File: src/hdl/imm_pkg.sv
// shared types, sizes and codes for the integer matrix multiply block
// no dependencies; imported by imm_ctrl, imm_datapath and the top level
package imm_pkg;

    localparam int MAX_DIM   = 8;
    localparam int IDX_W     = $clog2(MAX_DIM);
    localparam int ADDR_W    = 2 * IDX_W;
    localparam int MEM_DEPTH = MAX_DIM * MAX_DIM;
    localparam int ELEM_W    = 16;
    localparam int PROD_W    = 2 * ELEM_W;
    localparam int SUM_W     = 35;
    localparam int CFG_W     = 4;
    localparam int CFG_IDX_W = 2;
    localparam int OP_W      = 2;

    localparam logic [CFG_W-1:0] CFG_RESET = CFG_W'(MAX_DIM);

    // register indexes
    localparam logic [CFG_IDX_W-1:0] CFG_ROWS   = 2'd0;
    localparam logic [CFG_IDX_W-1:0] CFG_SHARED = 2'd1;
    localparam logic [CFG_IDX_W-1:0] CFG_COLS   = 2'd2;

    // operation codes
    localparam logic [OP_W-1:0] OP_WR_A    = 2'd0;
    localparam logic [OP_W-1:0] OP_WR_B    = 2'd1;
    localparam logic [OP_W-1:0] OP_COMPUTE = 2'd2;

    typedef struct packed {
        logic              wr_a;
        logic              wr_b;
        logic              rd_en;
        logic [ADDR_W-1:0] a_addr;
        logic [ADDR_W-1:0] b_addr;
        logic              first;
        logic              last;
        logic [IDX_W-1:0]  row;
        logic [IDX_W-1:0]  col;
        logic              run_last;
    } imm_cmd_t;

    typedef struct packed {
        logic out_free;
        logic res_load;
    } imm_stat_t;

    // size register to last usable index: 0 acts as 1, above MAX_DIM acts as MAX_DIM
    function automatic logic [IDX_W-1:0] last_index(input logic [CFG_W-1:0] v);
        logic [IDX_W-1:0] r;
        if (v == '0) begin
            r = '0;
        end else if (v > CFG_W'(MAX_DIM)) begin
            r = IDX_W'(MAX_DIM - 1);
        end else begin
            r = IDX_W'(v - 1'b1);
        end
        return r;
    endfunction

endpackage

File: src/hdl/integer_matrix_multiply.sv
// Signed integer matrix multiply C = A x B, element memories of MAX_DIM x MAX_DIM.
// Input items on s_*: s_tuser is the operation (write A, write B, compute).
// Write items store one 16-bit element of A or B at (row, col); they
// produce no result. A compute item makes the block emit every element of C in
// row-major order on m_*, each with its row and column, the last marked by m_tlast.
// Sizes come from the cfg_* write channel: index 0 rows of A, 1 shared dimension,
// 2 columns of B; each resets to 8, 0 acts as 1 and above 8 acts as 8.
// Each product element is formed by the single multiply-accumulate unit and its two
// memory read ports (one product per cycle) through the read and multiply pipeline;
// the next element is not started until the previous element's result is loaded.
// s_tready is high only while no compute run is in progress. A stalled m_tready
// holds the waiting result and pauses the sequencer before the next element.
// Reset clears sizes to 8 and all control state; element memories are not cleared
// and must be written by the user before they are read; the block does not enforce this.
module integer_matrix_multiply (
    input  logic                          aclk,
    input  logic                          aresetn,
    // configuration writes
    input  logic                          cfg_valid,
    output logic                          cfg_ready,
    input  logic [imm_pkg::CFG_IDX_W-1:0] cfg_index,
    input  logic [imm_pkg::CFG_W-1:0]     cfg_data,
    // input items
    input  logic                          s_tvalid,
    output logic                          s_tready,
    input  logic [23:0]                   s_tdata,  // row_index[2:0], col_index[5:3],
                                                    // element_value[21:6], zero[23:22]
    input  logic [1:0]                    s_tuser,  // operation[1:0]
    // result items
    output logic                          m_tvalid,
    input  logic                          m_tready,
    output logic [47:0]                   m_tdata,  // out_row[2:0], out_col[5:3],
                                                    // product_sum[40:6], zero[47:41]
    output logic                          m_tlast   // last_of_run
);
    import imm_pkg::*;

    imm_cmd_t                cmd;
    imm_stat_t               stat;
    logic [IDX_W-1:0]        out_row, out_col;
    logic signed [SUM_W-1:0] out_sum;

    assign cfg_ready = 1'b1;

    imm_ctrl u_ctrl (
        .aclk      (aclk),
        .aresetn   (aresetn),
        .cfg_valid (cfg_valid),
        .cfg_index (cfg_index),
        .cfg_data  (cfg_data),
        .in_valid  (s_tvalid),
        .in_op     (s_tuser),
        .in_ready  (s_tready),
        .cmd       (cmd),
        .stat      (stat)
    );

    imm_datapath u_datapath (
        .aclk      (aclk),
        .aresetn   (aresetn),
        .cmd       (cmd),
        .stat      (stat),
        .wr_row    (s_tdata[2:0]),
        .wr_col    (s_tdata[5:3]),
        .wr_value  (s_tdata[21:6]),
        .out_row   (out_row),
        .out_col   (out_col),
        .out_sum   (out_sum),
        .out_last  (m_tlast),
        .out_valid (m_tvalid),
        .out_ready (m_tready)
    );

    assign m_tdata = {7'd0, out_sum, out_col, out_row};

endmodule

File: src/hdl/imm_ctrl.sv
// controller: size registers and the sequencer over (i, j, k)
// depends on imm_pkg; drives imm_datapath through imm_cmd_t
module imm_ctrl (
    input  logic                           aclk,
    input  logic                           aresetn,
    input  logic                           cfg_valid,
    input  logic [imm_pkg::CFG_IDX_W-1:0]  cfg_index,
    input  logic [imm_pkg::CFG_W-1:0]      cfg_data,
    input  logic                           in_valid,
    input  logic [imm_pkg::OP_W-1:0]       in_op,
    output logic                           in_ready,
    output imm_pkg::imm_cmd_t              cmd,
    input  imm_pkg::imm_stat_t             stat
);
    import imm_pkg::*;

    localparam logic [1:0] ST_IDLE  = 2'd0;
    localparam logic [1:0] ST_WAIT  = 2'd1;
    localparam logic [1:0] ST_ISSUE = 2'd2;
    localparam logic [1:0] ST_DRAIN = 2'd3;

    logic [1:0]       state_reg, state_next;
    logic [CFG_W-1:0] rows_reg, shared_reg, cols_reg;
    logic [IDX_W-1:0] i_reg, i_next, j_reg, j_next, k_reg, k_next;
    logic [IDX_W-1:0] i_last, j_last, k_last;

    assign i_last   = last_index(rows_reg);
    assign j_last   = last_index(cols_reg);
    assign k_last   = last_index(shared_reg);
    assign in_ready = (state_reg == ST_IDLE);

    always_ff @(posedge aclk) begin
        if (!aresetn) begin
            rows_reg   <= CFG_RESET;
            shared_reg <= CFG_RESET;
            cols_reg   <= CFG_RESET;
        end else if (cfg_valid) begin
            case (cfg_index)
                CFG_ROWS:   rows_reg   <= cfg_data;
                CFG_SHARED: shared_reg <= cfg_data;
                CFG_COLS:   cols_reg   <= cfg_data;
                default:    ;
            endcase
        end
    end

    always_comb begin
        state_next   = state_reg;
        i_next       = i_reg;
        j_next       = j_reg;
        k_next       = k_reg;
        cmd          = '0;
        cmd.a_addr   = {i_reg, k_reg};
        cmd.b_addr   = {k_reg, j_reg};
        cmd.first    = (k_reg == '0);
        cmd.last     = (k_reg == k_last);
        cmd.row      = i_reg;
        cmd.col      = j_reg;
        cmd.run_last = (i_reg == i_last) && (j_reg == j_last);
        case (state_reg)
            ST_IDLE: begin
                cmd.wr_a = in_valid && (in_op == OP_WR_A);
                cmd.wr_b = in_valid && (in_op == OP_WR_B);
                if (in_valid && (in_op == OP_COMPUTE)) begin
                    i_next     = '0;
                    j_next     = '0;
                    state_next = ST_WAIT;
                end
            end
            ST_WAIT: begin
                // hold off until the output register can take this element
                if (stat.out_free) begin
                    k_next     = '0;
                    state_next = ST_ISSUE;
                end
            end
            ST_ISSUE: begin
                cmd.rd_en = 1'b1;
                if (k_reg == k_last) begin
                    state_next = ST_DRAIN;
                end else begin
                    k_next = k_reg + 1'b1;
                end
            end
            ST_DRAIN: begin
                if (stat.res_load) begin
                    if (cmd.run_last) begin
                        state_next = ST_IDLE;
                    end else begin
                        state_next = ST_WAIT;
                        if (j_reg == j_last) begin
                            j_next = '0;
                            i_next = i_reg + 1'b1;
                        end else begin
                            j_next = j_reg + 1'b1;
                        end
                    end
                end
            end
            default: state_next = ST_IDLE;
        endcase
    end

    always_ff @(posedge aclk) begin
        if (!aresetn) begin
            state_reg <= ST_IDLE;
            i_reg     <= '0;
            j_reg     <= '0;
            k_reg     <= '0;
        end else begin
            state_reg <= state_next;
            i_reg     <= i_next;
            j_reg     <= j_next;
            k_reg     <= k_next;
        end
    end

endmodule

File: src/hdl/imm_datapath.sv
// datapath: element memories for A and B, multiply-accumulate pipeline, output register
// depends on imm_pkg; commanded by imm_ctrl
module imm_datapath (
    input  logic                              aclk,
    input  logic                              aresetn,
    input  imm_pkg::imm_cmd_t                 cmd,
    output imm_pkg::imm_stat_t                stat,
    input  logic [imm_pkg::IDX_W-1:0]         wr_row,
    input  logic [imm_pkg::IDX_W-1:0]         wr_col,
    input  logic signed [imm_pkg::ELEM_W-1:0] wr_value,
    output logic [imm_pkg::IDX_W-1:0]         out_row,
    output logic [imm_pkg::IDX_W-1:0]         out_col,
    output logic signed [imm_pkg::SUM_W-1:0]  out_sum,
    output logic                              out_last,
    output logic                              out_valid,
    input  logic                              out_ready
);
    import imm_pkg::*;

    logic signed [ELEM_W-1:0] mem_a [MEM_DEPTH];
    logic signed [ELEM_W-1:0] mem_b [MEM_DEPTH];
    logic [ADDR_W-1:0]        wr_addr;

    // stage 1: memory read
    logic signed [ELEM_W-1:0] a_q_reg, b_q_reg;
    logic                     s1_valid_reg, s1_first_reg, s1_last_reg, s1_end_reg;
    logic [IDX_W-1:0]         s1_row_reg, s1_col_reg;
    // stage 2: product
    logic signed [PROD_W-1:0] prod_reg;
    logic                     s2_valid_reg, s2_first_reg, s2_last_reg, s2_end_reg;
    logic [IDX_W-1:0]         s2_row_reg, s2_col_reg;
    // stage 3: accumulate
    logic signed [SUM_W-1:0]  acc_reg, acc_next;
    logic signed [SUM_W-1:0]  out_sum_reg;
    logic [IDX_W-1:0]         out_row_reg, out_col_reg;
    logic                     out_last_reg, out_valid_reg;
    logic                     res_load;

    assign wr_addr = {wr_row, wr_col};

    always_ff @(posedge aclk) begin
        if (cmd.wr_a) begin
            mem_a[wr_addr] <= wr_value;
        end
        if (cmd.wr_b) begin
            mem_b[wr_addr] <= wr_value;
        end
        if (cmd.rd_en) begin
            a_q_reg <= mem_a[cmd.a_addr];
            b_q_reg <= mem_b[cmd.b_addr];
        end
    end

    always_ff @(posedge aclk) begin
        s1_first_reg <= cmd.first;
        s1_last_reg  <= cmd.last;
        s1_end_reg   <= cmd.run_last;
        s1_row_reg   <= cmd.row;
        s1_col_reg   <= cmd.col;
        prod_reg     <= a_q_reg * b_q_reg;
        s2_first_reg <= s1_first_reg;
        s2_last_reg  <= s1_last_reg;
        s2_end_reg   <= s1_end_reg;
        s2_row_reg   <= s1_row_reg;
        s2_col_reg   <= s1_col_reg;
        if (s2_valid_reg) begin
            acc_reg <= acc_next;
        end
        if (res_load) begin
            out_sum_reg  <= acc_next;
            out_row_reg  <= s2_row_reg;
            out_col_reg  <= s2_col_reg;
            out_last_reg <= s2_end_reg;
        end
    end

    // restart the sum on the first product of each element
    assign acc_next = (s2_first_reg ? SUM_W'(0) : acc_reg)
                    + {{(SUM_W-PROD_W){prod_reg[PROD_W-1]}}, prod_reg};
    assign res_load = s2_valid_reg && s2_last_reg;

    always_ff @(posedge aclk) begin
        if (!aresetn) begin
            s1_valid_reg  <= 1'b0;
            s2_valid_reg  <= 1'b0;
            out_valid_reg <= 1'b0;
        end else begin
            s1_valid_reg <= cmd.rd_en;
            s2_valid_reg <= s1_valid_reg;
            if (res_load) begin
                out_valid_reg <= 1'b1;
            end else if (out_ready) begin
                out_valid_reg <= 1'b0;
            end
        end
    end

    assign stat = '{out_free: (!out_valid_reg || out_ready), res_load: res_load};

    assign out_row   = out_row_reg;
    assign out_col   = out_col_reg;
    assign out_sum   = out_sum_reg;
    assign out_last  = out_last_reg;
    assign out_valid = out_valid_reg;

    // a finished element never lands on a result that is still waiting
    a_no_overwrite: assert property (@(posedge aclk) disable iff (!aresetn)
        res_load |-> !out_valid_reg)
        else $error("result loaded while output register still full");

    // the products of one element arrive in consecutive cycles
    a_k_contiguous: assert property (@(posedge aclk) disable iff (!aresetn)
        (s1_valid_reg && !s1_first_reg) |-> $past(s1_valid_reg))
        else $error("gap inside an element's product stream");

    a_load_shows: assert property (@(posedge aclk) disable iff (!aresetn)
        res_load |=> out_valid_reg)
        else $error("loaded result not presented");

endmodule
File: config.mk
export PLATFORM = sky130hd
export DESIGN_NAME = integer_matrix_multiply
export DESIGN_NICKNAME = d
export VERILOG_FILES = /design/src/hdl/imm_pkg.sv /design/src/hdl/integer_matrix_multiply.sv /design/src/hdl/imm_ctrl.sv /design/src/hdl/imm_datapath.sv
export SDC_FILE = /design/constraint.sdc
export NUM_CORES = 2
export LEC_CHECK = 0
export BUFFER_PORTS_ARGS = -buffer_cell sky130_fd_sc_hd__buf_2
export CAP_MARGIN = 20
export CORE_MARGIN = 2
export CORE_UTILIZATION = 45
export CTS_CLUSTER_SIZE = 12
export DETAILED_ROUTE_END_ITERATION = 8
export GPL_TIMING_DRIVEN = 0
export PLACE_DENSITY = 0.58
export SYNTH_ARGS = -nofsm -noshare
export SYNTH_HDL_FRONTEND = slang
export SYNTH_HIERARCHICAL = 1
export SYNTH_SLANG_ARGS = --single-unit
File: constraint.sdc
create_clock -name aclk -period 8.9 [get_ports aclk]
set_clock_uncertainty 0.05 [all_clocks]
set_input_delay 0.89 -clock aclk [delete_from_list [all_inputs] [get_ports aclk]]
set_output_delay 0.89 -clock aclk [all_outputs]
set_load 0.005 [all_outputs]
# ---- Yosys cells after proc, flatten, opt, wreduce, memory -nomap -nowiden
# Memory sizes are Yosys's and may differ from the RTL's. A register that Yosys moved wholly into a read port is not among the register bits.
# Cells that the tools add are included.
dict set report op_classes {
  addsub 7
  mul 1
  order_cmp 3
  eq_ne 17
  muxes 33
  n_reduce_logical 24
}
# op count
set ops {}
lappend ops {{3-bit 2-to-1 mux} 15}
lappend ops {{35-bit adder} 1}
lappend ops {{35-bit 2-to-1 mux} 1}
lappend ops {{16-bit by 16-bit multiplier with 32-bit output} 1}
lappend ops {{3-bit one-hot mux with 2 select lines} 3}
lappend ops {{4-bit greater-than comparator (second input constant)} 3}
lappend ops {{4-bit logical NOT} 3}
lappend ops {{2-bit 2-to-1 mux} 5}
lappend ops {{3-bit by 1-bit adder with 3-bit output (second input constant)} 3}
lappend ops {{3-bit equality test} 3}
lappend ops {{3-bit by 1-bit subtractor with 3-bit output (second input constant)} 3}
lappend ops {{2-bit equality test (second input constant)} 4}
lappend ops {{1-bit 2-to-1 mux} 8}
lappend ops {{2-bit by 1-bit inequality test with 1-bit output (second input constant)} 4}
lappend ops {{2-bit one-hot mux with 4 select lines} 1}
lappend ops {{4-bit AND reduction} 2}
lappend ops {{2-bit by 1-bit equality test with 1-bit output (second input constant)} 3}
lappend ops {{2-bit logical NOT} 3}
lappend ops {{2-bit inequality test (second input constant)} 3}
lappend ops {{2-bit AND reduction} 3}
lappend ops {{2-bit nonzero test} 3}
lappend ops {{1-bit logical AND} 5}
lappend ops {{5-bit AND reduction} 1}
lappend ops {{3-bit logical NOT} 1}
lappend ops {{other kinds (3)} 3}
dict set report totals {
  register_bits 153
  ram_bits 2048
  in_bits 37
  wordCells 113
  n_memories 2
}
# name words width read_ports rd_ports_with_merged_regs write_ports line_no
set mem_list {}
lappend mem_list {u_datapath.mem_a 64 16 1 1 1 imm_datapath.sv:20} ;# logic signed [ELEM_W-1:0] mem_a [MEM_DEPTH];
lappend mem_list {u_datapath.mem_b 64 16 1 1 1 imm_datapath.sv:21} ;# logic signed [ELEM_W-1:0] mem_b [MEM_DEPTH];

# ---- Longest topological paths before layout
dict set report logic_depth {
  word_depth 8
  depth_mapped 24
}

# ---- Cells and area by module
# The synthesis kept the hierarchy.
# module instances cells_each area_each_um2 seq_area_each_um2
set modules_own_cells {}
lappend modules_own_cells {imm_datapath 1 4574 94122.8 65833.1}
lappend modules_own_cells {imm_ctrl 1 208 1740.4 460.4}
lappend modules_own_cells {integer_matrix_multiply 1 10 67.6 0.0}

# ---- Worst setup path after synthesis
# OpenSTA, ideal clock, no wires.
dict set report synth_timing {
  path_type {register to register}
  startpoint {register u_datapath.a_q_reg[15], read port of u_datapath.mem_a}
  endpoint {register u_datapath.prod_reg[31]}
  setup_ps 72
  arrival_ps 6068
  t_required_ps 8778
  setup_slack_ps 2710
  path_stages_with_launch 22
  synth_period_minus_slack_ps 6190
  path_cell_list {edfxtp_1 > clkbuf_1 > nand2_1 > inv_1 > fa_1 > fa_1 > fa_1 > fa_1 > fa_1 > inv_1 > fa_1 > inv_1 > ha_1 > a21o_1 > a21o_1 > a2111oi_0 > nor3_1 > a2111oi_2 > nor2_1 > a211o_1 > a21oi_1 > xnor2_1}
}
dict set report synth_between {
  elab_chain_len 1
}
# element line_no
set synth_rtl {}
lappend synth_rtl {{start: declaration} imm_datapath.sv:25} ;# logic signed [ELEM_W-1:0] a_q_reg, b_q_reg;
lappend synth_rtl {{16-bit by 16-bit multiplier with 32-bit output} imm_datapath.sv:60} ;# prod_reg <= a_q_reg * b_q_reg;
lappend synth_rtl {{end signal: assignment} imm_datapath.sv:60}
lappend synth_rtl {{end: declaration} imm_datapath.sv:29} ;# logic signed [PROD_W-1:0] prod_reg;
# No other way between the ends.
# A chain may end at the register's enable or synchronous reset.

# ---- Final worst setup path
dict set report layout_timing {
  startpoint {register u_datapath.b_q_reg[7], read port of u_datapath.mem_b}
  endpoint {register u_datapath.prod_reg[25]}
}
dict set report layout_between {
  elab_chain_len 1
}
# element line_no
set layout_rtl {}
lappend layout_rtl {{start: declaration} imm_datapath.sv:25}
lappend layout_rtl {{16-bit by 16-bit multiplier with 32-bit output} imm_datapath.sv:60}
# No other way between the ends.

==> summary.txt <==
Power and ir drop
  – Pwr Density: 350.7 mW/mm²
  – Total net switching power: 13820 µW
  – Lkg Pwr: 0.03531 µW
  – Sw frac: 0.3612
  – Final Power: 38250 µW
  – Int Pwr: 24430 µW
  – Gate power share: 0.458
  – Sequential Power Share: 0.318
  – Clock power share: 0.224
  – Peak VDD IR: 0.8077 mV

Global routing
  – Largest net degree at the start of global routing: 98
  – Grt total ovfl: 0
  – Antenna violations before repair: 22
  – First-pass GRT wire length: 341700 µm
  – Total global-route track usage: 0.2199
  – Vias in the first global route: 47530

Cells and area
  – Commonest cells after routing, fill and taps aside: 2157 x edfxtp_1, 672 x mux4_2, 328 x inv_1, 263 x fa_1, 225 x clkbuf_16
  – Final nets: 5660
  – Layout cells sized above 1: 0.2573
  – Top Registers: u_datapath/mem_a x1024, u_datapath/mem_b x1024
  – Commonest non-fill, non-tap cell in the layout: edfxtp_1
  – Synthesis-to-layout area growth: 13.69%
  – FILL cells: 16770
  – Area of the multi-input gates: 0.02775 mm²
  – Register area: 0.06629 mm²

Logic synthesis
  – Ys flop type: edfxtp_1
  – Gate Count Post-Synth: 4792
  – Seq/Total Area, Yosys: 0.6911
  – Mapped Area: 0.09593 mm²
  – Yosys warns: 6
  – Cell variety after synth: 80
  – Number of synthesized flops with an enable pin: 2157
  – Post-synthesis register bit count: 2233
  – Async S/R FF share, synth: 0
  – Synth Area per Inst: 20.02 µm²

Route
  – Wire per inst: 28.82 µm
  – Post-route ant nets: 0
  – Routed Wire Length: 236400 µm
  – Drt first pass iters: 8
  – DRT iter0 DRCs: 4832
  – DRC: 22
  – Via density: 5.724
  – Vias post-DR: 46950

Worst setup path
  – R2r startpoint: u_datapath/b_q_reg[7]
  – Worst setup EP type: register
  – Worst R2R Path Depth: 23
  – Setup crit start kind: register
  – FF-to-FF setup slack: 1.59 ns
  – WP data required: 9.63 ns
  – WS Path Type: reg -> reg
  – Reg-to-Reg End: u_datapath/prod_reg[25]
  – Worst EP arrival: 8.04 ns
  – Max FO, Critical Path: 10

Clock network
  – H-tree levels: 4
  – Total CTS buffers: 224
  – Worst-Skew Late Latency: 0.89 ns
  – CTS sink cnt: 2233
  – CTS tree: built
  – Reg clk slew, reported paths: 0.06 ns
  – Root Driver: clkbuf_16
  – Resized cells post-CTS: 0
  – Cts hold-fix bufs: 0
  – Post-CTS setup buffers: 0
  – Maximum buffer depth of the clock tree: 3

Timing
  – RSZ-0062 raised after global routing: false
  – Final worst path period need: 7.306 ns
  – Setup TNS: 0 ns
  – Max_slew headroom: 0.1937
  – Endpoints failing hold: 0
  – Setup violators final: 0
  – Max Freq: 136.9 MHz
  – Slew Limit Fails: 0
  – Worst slew pin tran: 1.206 ns
  – Fin crit share: 0.8210

Min path
  – Endpoint, Worst Hold: u_datapath/s2_valid_reg
  – Hold Path Stages: 2
  – Hold Startpoint: aresetn
  – HP Class: in -> reg

Die
  – Starting Density: 0.4523
  – Die Wd: 465.7 µm
  – Row cnt: 169
  – Top-Level Pins: 89
  – Die Height: 465.7 µm
  – Die area: 0.2169 mm²
  – Area of the core: 0.2121 mm²

Placed design
  – Placer congestion estimate: 0.8663
  – Port buffer count: 72
  – DP HPWL: 161600 µm

Job
  – Max cap viols: 0

Status
  – Failing checks: DRC
  – Outcome: finished with violations
cell usage after synthesis, types with 52 or more instances:
master / n / area, µm²
buf_2: 54 / 270.3
ha_1: 127 / 1589
xnor2_1: 53 / 464.2
clkbuf_1: 140 / 525.5
mux4_2: 672 / 15130
edfxtp_1: 2157 / 64770
nor2_1: 189 / 709.4
and2_1: 129 / 807.0
inv_1: 329 / 1235
a21oi_1: 52 / 260.3
nor2b_1: 53 / 331.6
dfxtp_1: 76 / 1521
fa_1: 263 / 5265
nand2_1: 170 / 638.1
cell families (layout without fill, tap and decap cells):
group                    count (synthesis)  in the layout  share of synthesized area
AO/OA/AOI/OAI                          219            219                    0.01596
other                                    2             13                 0.00007829
multiplexers                           682            682                     0.1588
buffers and inverters                  558           1136                    0.02332
adder cells (fa/ha/maj)                393            393                    0.07177
AND/OR/NAND/NOR                        633            633                    0.03242
XOR/XNOR                                72             72                   0.006574
flip-flops                            2233           2233                     0.6911
cell type report:
class                   count  share of cell area
clock buffers             285             0.05397
well taps                2821             0.03236
clock inverters            84            0.005805
diodes                      5           0.0001147
multi-input cells        2007              0.2545
inverters                 329             0.01132
repair buffers            209             0.02492
flip-flops and latches   2233              0.6079
plain buffers             229            0.009189
layer usage:
| metal | wire [µm] | track usage | vias up |
|---|---|---|---|
| met5 | 61 | 0 | - |
| met4 | 5313 | 0.05323 | 10 |
| met3 | 16050 | 0.03863 | 312 |
| met2 | 113100 | 0.3487 | 1596 |
| met1 | 101900 | 0.3193 | 25270 |
| li1 | - | - | 19760 |
critical path, cell delays in order, from the launching register on:
cell      delay, ns
edfxtp_1       0.67
clkbuf_1       0.49
nand2_1        0.16
fa_1           0.60
inv_1          0.06
fa_1           0.50
inv_1          0.05
fa_1           0.53
inv_1          0.05
fa_1           0.50
fa_1           0.51
inv_1          0.05
fa_1           0.47
inv_1          0.04
ha_1           0.26
buf_2          0.18
nand4_1        0.16
or3_1          0.44
o311ai_2       0.53
a31o_2         0.26
a21o_1         0.11
nand2_1        0.06
a21boi_0       0.32
o41a_1         0.18
worst max path at each step:
stage                                   end                    from  slack [ns]
floorplan           u_datapath/prod_reg[31]  u_datapath/a_q_reg[15]        2.71
global placement    u_datapath/prod_reg[30]   u_datapath/b_q_reg[7]        1.56
detailed placement  u_datapath/prod_reg[30]   u_datapath/b_q_reg[7]        1.56
CTS                 u_datapath/prod_reg[30]   u_datapath/b_q_reg[7]        1.58
global route        u_datapath/prod_reg[30]   u_datapath/b_q_reg[7]        1.22
finish              u_datapath/prod_reg[25]   u_datapath/b_q_reg[7]        1.59
power groups by stage:
| stage | logic [µW] | clock network [µW] | registers [µW] |
|---|---|---|---|
| 2_1_floorplan | 13600 | 0 | 12300 |
| 3_3_place_gp | 17400 | 0 | 12400 |
| 3_5_place_dp | 17700 | 0 | 12400 |
| 4_1_cts | 17800 | 8780 | 12200 |
| 5_1_grt | 20100 | 9150 | 12200 |
| 6_report | 17500 | 8570 | 12100 |
stage by stage:
| step | cells | utilization | hold slack (ns) | setup slack [ns] | instance area [µm²] |
|---|---|---|---|---|---|
| final | 8202 | 0.5142 | 0.2321 | 1.594 | 109100 |
| after global routing | 8199 | 0.5142 | 0.2045 | 1.217 | 109100 |
| after CTS | 8193 | 0.5138 | 0.1576 | 1.578 | 109000 |
| after detailed placement | 7824 | 0.4831 | 0.2628 | 1.565 | 102500 |
| after global placement | 7691 | 0.4708 | 0.2612 | 1.559 | 99840 |
| after floorplan | 4798 | - | 0.2596 | 2.710 | 95950 |
Power figures use the tool's default switching activity.
